<file path="config.mk">
export PLATFORM = sky130hd
export DESIGN_NAME = tcs_addr
export DESIGN_NICKNAME = d
export VERILOG_FILES = /design/src/tcs_addr.sv
export SDC_FILE = /design/constraint.sdc
export NUM_CORES = 1
export LEC_CHECK = 0
export ABC_AREA = 1
export BUFFER_PORTS_ARGS = -buffer_cell sky130_fd_sc_hd__buf_2
export CORE_AREA = 2 2 39 41
export DETAILED_ROUTE_END_ITERATION = 12
export DIE_AREA = 0 0 41 43
export PLACE_DENSITY = 0.57
export SYNTH_ARGS = -nofsm -noshare
export SYNTH_HDL_FRONTEND = slang
export SYNTH_SLANG_ARGS = --single-unit
</file>
<file path="constraint.sdc">
create_clock -name vclk -period 2.3
set_clock_uncertainty 0.05 [all_clocks]
set_input_delay 0.46 -clock vclk [all_inputs]
set_output_delay 0.46 -clock vclk [all_outputs]
set_load 0.005 [all_outputs]
</file>
<file path="src/tcs_addr.sv">
// Cell address unit: row times columns plus column.
`default_nettype none

module tcs_addr #(
    parameter int COLUMNS = 80,
    parameter int ROWS    = 25
) (
    input  wire logic [$clog2(ROWS)-1:0]         row,
    input  wire logic [$clog2(COLUMNS)-1:0]      col,
    output logic      [$clog2(COLUMNS*ROWS)-1:0] addr
);

    localparam int AW = $clog2(COLUMNS * ROWS);

    assign addr = AW'(AW'(row) * AW'(COLUMNS) + AW'(col));

endmodule

`default_nettype wire

</file>
# After elaboration in Yosys (flattened, before gate mapping)
# Index checks and enable logic that the tools add are counted.
# word_totals
reg_bits	0
latch_bits	0
ramBits	0
romBits	0
in_bits	12
out_inout_bits	11
wordCells	2
mem_count	0
# classes
add_sub_neg	1
n_mul	1
n_div	0
magnitude_cmp	0
eq_ne	0
shift	0
mux	0
bitwise	0
n_reduce_logical	0
# ops
op	count
11-bit by 7-bit adder with 11-bit output	1
5-bit by 3-bit multiplier with 7-bit output (second input constant)	1

# Depth between registers and ports, before layout
# Gate-level depths: netlist (run 1).
# logic_depth
depth_word	2
ltp_mapped	9
ltp_nobuf	9

# Worst setup path after synthesis (run 1)
# OpenSTA, ideal clock, no wires.
# synth_timing
path_type	input port to output port
from	input row[1]
to	output addr[10]
arrival_time_ns	1.877
required_ns	1.790
setup_slack_ns	-0.087
path_stages	9
path_buffers	0
cell_sequence	ha_1 ha_1 fa_1 nand2_1 inv_1 nand3_1 nor2_1 nand3_1 nand2_1
# synth_between
elab_chain_cells	2
# synth_lines
item	line_no	text
from (decl)	8	input wire logic [$clog2(ROWS)-1:0] row,
5-bit by 3-bit multiplier with 7-bit output	15	assign addr = AW'(AW'(row) * AW'(COLUMNS) + AW'(col));
11-bit by 7-bit adder with 11-bit output	15	
to (decl)	10	output logic [$clog2(COLUMNS*ROWS)-1:0] addr
# No other way between the ends.

# Worst setup path after layout (run 1)
# layout_timing
from	input row[3]
to	output addr[10]
# Same word-level chain as after synthesis.

==> results by stage, run 1 <==
Final layout:
- Cells fill a little over two fifths of the core in the end.
- The count of sequential standard cells is 0.
- The area added between synthesis and finish is 59.0%.
- The final instance area is between 500 and 600 um2.
- The number of filler cells placed in the layout is between 150 and 200.
- Of the cells placed in the final design, the portion with a size suffix greater than 1 is between 40% and 50%.
- The layout has 0 clock buffers.
- The repair_antennas step left the layout with diodes totalling 0.
- The library cell used most frequently in the layout, excluding fill and tap cells, is sky130_fd_sc_hd__nand2_1.
- Summing all multi-input logic gate instances after layout gives around 380 um2.
- The combined flip-flop and latch cell area is 0 um2.
- The library cells used most frequently in the layout, excluding fill and tap cells, are 15 x sky130_fd_sc_hd__nand2_1, 13 x sky130_fd_sc_hd__buf_2, 8 x sky130_fd_sc_hd__buf_4.
- The net total in the final layout is 100.

GRT:
- The first global-routing pass estimated between 1000 and 1500 um of wire.
- The combined global-route utilization of all metal layers is roughly 11%.
- The maximum number of pins on one net before global-route repair is 7.
- The initial antenna violation count was 0.
- The number of global-route vias before repair is roughly 370.
- The total congestion overflow after global routing is 0.

Place:
- The pre-CTS worst setup slack is -0.237 ns.
- The count of buffers added on input and output ports is 15.
- Routability-driven placement finished with a final weighted congestion of around 0.78.
- The HPWL after detailed placement is 718 um.
- The placed instances occupy a cell area of 534 um2.

STA:
- Setup repair after global routing could not meet its margin everywhere.
- The post-route fraction of the period consumed by the critical path is 108%.
- The headroom to the max-slew limit is between 80% and 90%.
- The setup violation total in the final timing report is 3.
- The number of slew-limit violations in the final report is 0.
- The smallest setup slack after layout is -0.178 ns.
- At the pin with the least slew margin, the transition time is slightly above 0.2 ns.
- The maximum operating frequency is between 0.4 and 0.5 GHz.
- The worst path in the final design needs a cycle of between 2 and 2.5 ns, including I/O delays and setup.
- The count of endpoints failing hold in the final timing report is 0.

Power:
- The power density relative to cell area is between 200 and 300 nW/um2.
- The cell leakage power is 0.318 nW.
- VDD sags by at most ~150 uV.

Yosys:
- Synthesis produced a netlist with a net count of 78.
- The instance count of the mapped netlist is 55.
- The cell area after synthesis is between 300 and 400 um2.
- The share of the Yosys chip area taken by registers is 0%.
- The yosys synthesis warning count is 0.
- The average cell area after synthesis is 6.71 um2.
- The count of cell types in the netlist is 12.

Routing:
- Wires add up to between 700 and 800 um.
- The first-pass detailed-route iteration total is 4.
- The via count of the routed design is between 400 and 500.
- The detail route stage leaves a number of antenna-violating nets equal to 0.
- The post-detailed-route wirelength per cell is roughly 8.7 um.
- After the first detailed-routing iteration, the DRC count stood at 4.
- In the routed layout, each cell is associated on average with a via count of around 4.5.
- The remaining routing DRC violations is 0.

Clocking:
- The post-CTS setup repair buffer count is 0.
- Buffers inserted to repair hold after CTS numbered 0.

Floorplan:
- After floorplanning, the core was divided into 14 placement rows.
- Pin placement for this block handled 23 I/O pins.
- The width of the die is about 41 um.
- The overall die area is around 1800 um2.
- For this configuration, the core starts out at a cell density of about a quarter.
- In this run the standard cell core region covers 1380 um2.
- The vertical extent of the die is around 43 um.

Setup path:
- Data on the critical path arrives at its endpoint at just under 2 ns.
- In this run the worst path has a maximum fanout of 3.
- The category of the critical setup timing path is primary input to output pin.
- The required time at the worst-slack endpoint is around 1.8 ns.
- STA classifies the critical path endpoint as an output pin.
- The worst setup path is launched from a primary input.

Hold path:
- The min-delay analysis places its worst path in the category primary input to output pin.
- Along the worst hold path, the cell count comes to 0.

Status:
- The flow ran to the end, but the final reports show violations.
- The checks that failed: negative setup slack.

Job:
- Across the run, the number of max-cap violations was 0.
layer usage:
layer  vias to the layer above  GRT usage, %  wire, um
met5                         -             0         0
met4                         0         0.667         0
met3                         0             0        60
met2                        15          18.8       386
met1                       181          14.7       343
li1                        217             -         -
through the flow:
stage | power, mW | setup TNS [ns] | hold slack, ns | instances
2_1_floorplan | 0.0948 | 0 | 0.951 | 55
3_3_place_gp | 0.157 | -0.549 | 0.870 | 91
3_5_place_dp | 0.157 | -0.548 | 0.870 | 91
4_1_cts | 0.175 | -0.376 | 0.870 | 91
5_1_grt | 0.198 | -0.537 | 0.870 | 91
6_report | 0.175 | -0.351 | 0.870 | 91
cell families after synthesis:
logic type | after synthesis | share of synthesized area, %
AND/OR/NAND/NOR | 29 | 34.9
XOR/XNOR | 3 | 7.12
AO/OA/AOI/OAI | 1 | 1.35
adder cells (fa/ha/maj) | 11 | 41.4
buffers and inverters | 11 | 15.3
synthesized netlist by cell type (all sizes together):
master | number | share of area, %
inv | 7 | 7.1
buf | 4 | 8.1
nand3 | 10 | 15
nand2 | 17 | 17
nor2 | 1 | 1.0
xor2 | 2 | 4.7
nand4 | 1 | 1.7
a21oi | 1 | 1.4
xnor2 | 1 | 2.4
fa | 2 | 11
ha | 9 | 31
critical path: stages:
cell and delay, ns:
sky130_fd_sc_hd__buf_8 0.10, sky130_fd_sc_hd__ha_4 0.23, sky130_fd_sc_hd__ha_4 0.16, sky130_fd_sc_hd__fa_1 0.50, sky130_fd_sc_hd__nand2_1 0.07, sky130_fd_sc_hd__inv_2 0.08
sky130_fd_sc_hd__nand3_2 0.05, sky130_fd_sc_hd__nor2_1 0.08, sky130_fd_sc_hd__nand3_1 0.07, sky130_fd_sc_hd__nand2_1 0.06, sky130_fd_sc_hd__buf_2 0.10
power breakdown:
| group | internal (mW) | leakage (nW) | switching (mW) |
|---|---|---|---|
| clock | 0 | 0 | 0 |
| combinational | 0.0938 | 0.318 | 0.0808 |
| sequential | 0 | 0 | 0 |
| total | 0.0938 | 0.318 | 0.0808 |
area by class of cell:
class | count | area share, %
multi-input cells | 44 | 64.4
well taps | 16 | 3.41
repair buffers | 24 | 27.7
inverters | 7 | 4.48
what timing repair did:
item	4_1_cts	5_1_grt
pin swaps	10	2
setup endpoints to repair	3	4
resized for setup	10	2
final timing paths:
kind | slack, ns | from | to
worst max-delay path | -0.18 | row[3] | addr[10]
worst min-delay path | 0.87 | col[1] | addr[1]
No activity file was read; power rests on OpenSTA's default activity.
==> run 2, diff against run 1 <==
Settings changed: ABC_AREA 1 to unset, PLACE_DENSITY 0.57 to 0.51, SLEW_MARGIN set to 20.
==> run 2 against run 1 <==
Effect of this change:
- combinational power down 3%
- sequential cell count stayed put
- worst setup slack worse by 0.087 ns
- largest cell class unchanged
- synthesized cell count shrank 44%
- total power is 2.7% lower
- global-route usage is 2.2 points lower
- the flow still finishes with violations (negative setup slack)
- design area fell by 12%
- die area unchanged
- critical path depth down 3
- sequential share of layout area is the same
- via count decreased by 33%
==> results by stage, run 2 <==
Floorplan:
- The top-level I/O count came to 23 (unchanged).
- The initial core utilization was 21.2% (-5.4 points).
- The width of the die is 41 um (unchanged).
- The overall die area is 1760 um2 (unchanged).
- The core area is 1380 um2 (unchanged).
- The cell row count is 14 (unchanged).
- The vertical extent of the die is 43 um (unchanged).

Setup path:
- The required time at the worst-slack endpoint was 1.79 ns (about the same).
- The category of the critical setup timing path is primary input to output pin.
- The worst setup path is launched from a primary input.
- The largest fanout on the critical path came to 2 (-1).
- The critical path data arrival time is 2.05 ns (+0.08 ns).
- The kind of capture point of the worst setup path is an output pin.

Final layout:
- The net total in the final layout is 77 (-23%).
- The number of non-filler instances in the completed layout is 68 (-25%).
- The most common library cell in the layout ignoring fill and taps is sky130_fd_sc_hd__buf_2.
- The count of sequential standard cells is 0 (unchanged).
- The number of filler cells placed in the layout came to 144 (-5.3%).
- The final instance area is 518 um2 (-12%).
- The combined flip-flop and latch cell area is 0 um2 (unchanged).
- The number of antenna repair diodes was 0 (unchanged).
- The proportion of layout cells with a drive suffix above 1 is 65.4% (+17 points).
- The clock buffer instance count of the final layout was 0 (unchanged).
- The area growth from synthesis to layout is 76.2%.
- The library cells used most frequently in the layout, excluding fill and tap cells, are 13 x sky130_fd_sc_hd__buf_2, 10 x sky130_fd_sc_hd__buf_4, 5 x sky130_fd_sc_hd__ha_1.
- The post-layout utilization of the core is 37.4% (-5.0 points).

Status:
- The final reports fail on negative setup slack.
- The run finished, with violations left.

Power:
- The cell leakage power is 0.271 nW (-15%).
- The peak supply drop came to 155 uV (+2.6%).
- The cell internal power dissipation was 0.102 mW (+9.0%).
- The share of power burned in combinational logic is 100.0% (about the same).
- The clock network fraction of design power is 0% (unchanged).
- The switching power was 0.0676 mW (-16%).
- The switching share of power is 39.8% (-6.5 points).
- The power density relative to cell area is 328 nW/um2 (+10%).
- The proportion of power drawn by flip-flops and latches is 0% (unchanged).
- The total power draw came to 0.170 mW (-2.7%).

GRT:
- The first-pass GRT wire length came to 1120 um (-22%).
- The maximum number of pins on one net before global-route repair is 5 (-2).
- The combined global-route utilization of all metal layers is 8.52% (-2.2 points).
- The number of global-route vias before repair is 277 (-25%).
- The initial antenna violation count is 0 (unchanged).
- The total congestion overflow after global routing came to 0 (unchanged).

Yosys:
- Ranked by instance count, the synthesized netlist is headed by 9 x sky130_fd_sc_hd__ha_1, 4 x sky130_fd_sc_hd__buf_4, 4 x sky130_fd_sc_hd__xnor2_1.
- The most instantiated library cell after synthesis is sky130_fd_sc_hd__ha_1.
- The average cell area after synthesis is 9.48 um2 (+41%).
- The largest total area in the synthesized netlist belongs to sky130_fd_sc_hd__ha_1.
- The instance count of the mapped netlist was 31 (-44%).
- The share of Yosys cell area claimed by the top area cell type was 38.3% (+7.8 points).
- The count of cell types in the netlist is 10 (-2).
- The net count after synthesis is 54 (-31%).
- The sequential share of the synthesized area is 0% (unchanged).
- The yosys synthesis warning count is 0 (unchanged).
- The cell area after synthesis is 294 um2 (-20%).
- By area the synthesized netlist is led by sky130_fd_sc_hd__ha_1 38%, sky130_fd_sc_hd__fa_1 14%, sky130_fd_sc_hd__xnor2_1 12%.

Place:
- The weighted congestion reported at the end of routability-driven placement is 0.695 (-11%).
- The number of port buffers is 15 (unchanged).
- The pre-CTS worst setup slack is -0.338 ns (-0.101 ns).
- The detailed placer's ending HPWL is 537 um (-25%).
- The total instance count after detailed placement is 66 (-27%).
- The cell area after placement was 449 um2 (-16%).

Job:
- The number of maximum-capacitance violations was 0 (unchanged).

STA:
- The post-route fraction of the period consumed by the critical path is 112% (+3.8 points).
- The post-route minimum period is 2.56 ns (+0.0872 ns).
- The headroom to the max-slew limit is 83.8% (-2.8 points).
- The smallest setup slack after layout is -0.265 ns (-0.0872 ns).
- Setup repair after global routing could not meet its margin everywhere.
- The slew of the pin with the lowest slew margin was 0.243 ns (+0.0414 ns).
- The maximum operating frequency is 0.390 GHz (-3.4%).
- The count of endpoints failing hold in the final timing report came to 0 (unchanged).
- The number of slew-limit violations in the final report is 0 (unchanged).
- The setup violation total in the final timing report is 3 (unchanged).

Hold path:
- The startpoint identified for the worst hold timing path is col[2].
- The tightest min-delay check is of the primary input to output pin type.
- The hold path depth came to 0 (unchanged).
- The worst hold endpoint is addr[2].

Routing:
- The post-detailed-routing wire length is 633 um (-20%).
- The initial DRC count came to 1 (-3).
- The remaining routing DRC violations is 0 (unchanged).
- The ratio of routed vias to standard cells is 4.07 (-10%).
- The via count of the routed design is 277 (-33%).
- The remaining antenna violation count after routing is 0 (unchanged).
- The post-detailed-route wirelength per cell is 9.31 um (+7.2%).
- The first-pass detailed-route iteration total is 2 (-2).
## run 2: cell count changes after synthesis
| cell | change |
|---|---|
| sky130_fd_sc_hd__nand2_1 | -15 |
| sky130_fd_sc_hd__a21o_1 | +3 |
| sky130_fd_sc_hd__xor2_1 | +1 |
| sky130_fd_sc_hd__a21oi_1 | +1 |
| sky130_fd_sc_hd__xnor2_1 | +3 |
| sky130_fd_sc_hd__nand3_2 | -1 |
| sky130_fd_sc_hd__nand3_1 | -9 |
| sky130_fd_sc_hd__inv_1 | -7 |
## run 2: timing repair
action                                  CTS  global route
setup buffers                             2             0
hold buffers                              0             0
gates resized for setup                   6             4
cloned                                    0             0
endpoints found under the setup margin    3             3
pin swaps                                 7             2
## run 2: critical path, cell delays in order
cell and delay, ns:
sky130_fd_sc_hd__buf_8 0.10, sky130_fd_sc_hd__ha_4 0.23, sky130_fd_sc_hd__ha_4 0.16, sky130_fd_sc_hd__fa_2 0.54, sky130_fd_sc_hd__nand4_1 0.14, sky130_fd_sc_hd__xnor2_2 0.17
sky130_fd_sc_hd__xnor2_1 0.13, sky130_fd_sc_hd__buf_2 0.13
## run 2: per-layer routing
layer | vias up | routed length [um] | global-route usage (%)
met2 | 5 | 349 | 14.7
met3 | 0 | 22 | 0
met4 | 0 | 0 | 0
met1 | 126 | 261 | 12.1
li1 | 146 | - | -
met5 | - | 0 | 0
## run 2: cell families (layout without fill, tap and decap cells)
logic type | count (synthesis) | count (layout) | synth area share (%)
fa+ha+maj | 11 | 11 | 51.9
compound gates | 5 | 5 | 11.1
xor+xnor | 7 | 7 | 20.9
buf+inv | 4 | 25 | 10.2
simple gates | 4 | 4 | 5.96
## run 2: how the worst max path moves through the flow
| stage | start | end | slack (ns) |
|---|---|---|---|
| 6_report | row[3] | addr[10] | -0.26 |
| 5_1_grt | row[3] | addr[10] | -0.35 |
| 4_1_cts | row[3] | addr[10] | -0.27 |
| 3_5_place_dp | row[1] | addr[10] | -0.34 |
| 3_3_place_gp | row[1] | addr[10] | -0.34 |
| 2_1_floorplan | row[1] | addr[10] | -0.06 |
## run 2: power groups by stage
stage          Clock, mW  Sequential, mW  Combinational, mW
6_report               0               0              0.170
3_3_place_gp           0               0              0.143
3_5_place_dp           0               0              0.144
5_1_grt                0               0              0.188
2_1_floorplan          0               0             0.0845
4_1_cts                0               0              0.162
## run 2: layout make-up
cell class,count,area [um2],area share (%)
multi-input cells,27,332,64.0
well taps,16,20.0,3.86
repair buffers,25,166,32.1
## run 2: per-stage QoR
stage | setup TNS (ns) | hold slack, ns
after floorplan | -0.0574 | 0.920
after global placement | -0.620 | 0.870
after detailed placement | -0.641 | 0.870
after CTS | -0.668 | 0.870
after global routing | -0.830 | 0.870
final | -0.616 | 0.870
==> run 3, diff against run 2 <==
Settings changed: PLACE_DENSITY 0.51 to 0.52.
Clock period 2.3 ns to 2.4 ns, I/O delays scaled along.
==> run 3 against run 2 <==
Effect of this change:
- the flow still finishes with violations (negative setup slack)
- worst hold slack improved by 0.040 ns
- utilization is 0.63 points lower
- sequential cell count unchanged
- die area unchanged
- global-route usage up 0.11 points
- cell count is 1.5% lower
- wire length grew 7.3%
- critical path type unchanged
- critical endpoint unchanged
- largest power group unchanged
- highest routed layer unchanged
==> results by stage, run 3 (synthesis results as in run 2) <==
Status:
- The flow ran to the end, but the final reports show violations.
- The checks that failed: negative setup slack.

Floorplan:
- The overall die area came to 1760 um2 (unchanged).
- The cell row count is 14 (unchanged).
- The vertical extent of the die is 43 um (unchanged).
- The initial core utilization is 21.2% (unchanged).
- The width of the die is 41 um (unchanged).
- The top-level I/O count was 23 (unchanged).
- The core area was 1380 um2 (unchanged).

Setup path:
- The largest fanout on the critical path is 2 (unchanged).
- The critical path data arrival time is 2.06 ns (about the same).
- STA classifies the critical path endpoint as an output pin.
- The startpoint type of the worst setup path is a primary input.
- The required time at the worst-slack endpoint is 1.87 ns (+0.08 ns).
- The category of the critical setup timing path is primary input to output pin.

Place:
- The detailed placer's ending HPWL is 563 um (+4.7%).
- The cell area after placement is 447 um2 (-0.56%).
- The weighted congestion reported at the end of routability-driven placement is 0.722 (+3.8%).
- The number of port buffers is 15 (unchanged).

GRT:
- The combined global-route utilization of all metal layers is 8.63% (+0.11 points).
- The initial antenna violation count came to 0 (unchanged).
- The maximum number of pins on one net before global-route repair is 5 (unchanged).
- The number of global-route vias before repair is 281 (+1.4%).
- The total congestion overflow after global routing is 0 (unchanged).
- The first-pass GRT wire length is 1120 um (unchanged).

STA:
- Static timing analysis puts the maximum clock frequency at roughly 0.39 GHz.
- The setup violation total in the final timing report came to 2 (-1).
- The smallest setup slack after layout was -0.187 ns (+0.0783 ns).
- The post-route fraction of the period consumed by the critical path is 108%.
- The worst hold margin is 0.910 ns (+0.0400 ns).
- The number of slew-limit violations in the final report was 0 (unchanged).
- The slew of the pin with the lowest slew margin is 0.238 ns (-0.00531 ns).
- The post-route minimum period is ~2.6 ns.
- The headroom to the max-slew limit is 84.2% (+0.35 points).
- Setup repair after global routing could not meet its margin everywhere.
- The count of endpoints failing hold in the final timing report is 0 (unchanged).

Clocking:
- The number of hold buffers added after cts is 0 (unchanged).

Final layout:
- The combined flip-flop and latch cell area is 0 um2 (unchanged).
- The count of sequential standard cells is 0 (unchanged).
- The clock buffer instance count of the final layout is 0 (unchanged).
- The number of filler cells placed in the layout is 154 (+6.9%).
- The most common library cell in the layout ignoring fill and taps is sky130_fd_sc_hd__buf_2.
- The net total in the final layout is 76 (-1.3%).
- In the layout the commonest cells are 13 x sky130_fd_sc_hd__buf_2, 9 x sky130_fd_sc_hd__buf_4, 5 x sky130_fd_sc_hd__ha_1.
- The area added between synthesis and finish is 73.2%.
- The number of antenna repair diodes came to 0 (unchanged).
- The post-layout utilization of the core is 36.8% (-0.63 points).
- The proportion of layout cells with a drive suffix above 1 is 66.7% (+1.3 points).
- The final instance area is 509 um2 (-1.7%).

Power:
- The clock network fraction of design power is 0% (unchanged).
- The share of power burned in combinational logic is 100.0% (about the same).
- The cell internal power dissipation is 0.0919 mW (-10%).
- The switching share of power is 41.0% (+1.2 points).
- The power density relative to cell area came to 306 nW/um2 (-6.8%).
- The cell leakage power is 0.259 nW (-4.6%).
- The switching power was 0.0638 mW (-5.6%).
- The proportion of power drawn by flip-flops and latches is 0% (unchanged).
- The peak supply drop came to 158 uV (+1.6%).

Routing:
- The ratio of routed vias to standard cells is 4.01 (-1.4%).
- The first-pass detailed-route iteration total is 2 (unchanged).
- The via count of the routed design is 269 (-2.9%).
- The post-detailed-route wirelength per cell is 10.1 um (+8.9%).
- The remaining antenna violation count after routing is 0 (unchanged).
- The initial DRC count is 1 (unchanged).
- The remaining routing DRC violations is 0 (unchanged).
- The post-detailed-routing wire length is 679 um (+7.3%).

Hold path:
- The tightest min-delay check is of the primary input to output pin type.

Job:
- The number of maximum-capacitance violations is 0 (unchanged).
run 3: final cells by class:
type / instances / area (um2) / share of cell area (%)
multi-input cells: 27 / 330 / 64.9
repair buffers: 24 / 159 / 31.2
well taps: 16 / 20.0 / 3.93
run 3: layer usage:
layer | wire length (um) | up-vias | GRT usage, %
met5 | 0 | - | 0
met4 | 0 | 0 | 0
met3 | 25 | 0 | 0
met2 | 391 | 4 | 15.3
met1 | 262 | 120 | 11.9
li1 | - | 145 | -
run 3: power by group through the flow:
stage	Sequential (mW)	Clock [mW]	Combinational, mW
3_5_place_dp	0	0	0.138
4_1_cts	0	0	0.152
6_report	0	0	0.156
3_3_place_gp	0	0	0.137
5_1_grt	0	0	0.173
2_1_floorplan	0	0	0.0808
run 3: worst paths after layout:
check | startpoint | endpoint | slack, ns | cells past startpoint
max | row[3] | addr[10] | -0.19 | 8
min | col[2] | addr[2] | 0.91 | 0
run 3: worst max-delay path, cell delays in order:
cell and delay [ns]:
sky130_fd_sc_hd__buf_8 0.10, sky130_fd_sc_hd__ha_4 0.23, sky130_fd_sc_hd__ha_4 0.16, sky130_fd_sc_hd__fa_2 0.53, sky130_fd_sc_hd__nand4_1 0.13, sky130_fd_sc_hd__xnor2_2 0.17
sky130_fd_sc_hd__xnor2_1 0.13, sky130_fd_sc_hd__buf_2 0.12
run 3: what timing repair did:
| action | 4_1_cts | 5_1_grt |
|---|---|---|
| pin swaps | 7 | 1 |
| endpoints found under the hold margin | 0 | 0 |
| setup buffers | 1 | 0 |
| endpoints found under the setup margin | 3 | 3 |
| resized for setup | 8 | 4 |
run 3: metrics by stage:
stage               total power, mW  TNS, ns  std cells  setup slack (ns)
global placement              0.137   -0.531         66            -0.301
floorplan                    0.0808        0         31           0.00198
detailed placement            0.138   -0.530         66            -0.292
finish                        0.156   -0.352         67            -0.187
global route                  0.173   -0.529         67            -0.300
CTS                           0.152   -0.409         67            -0.222
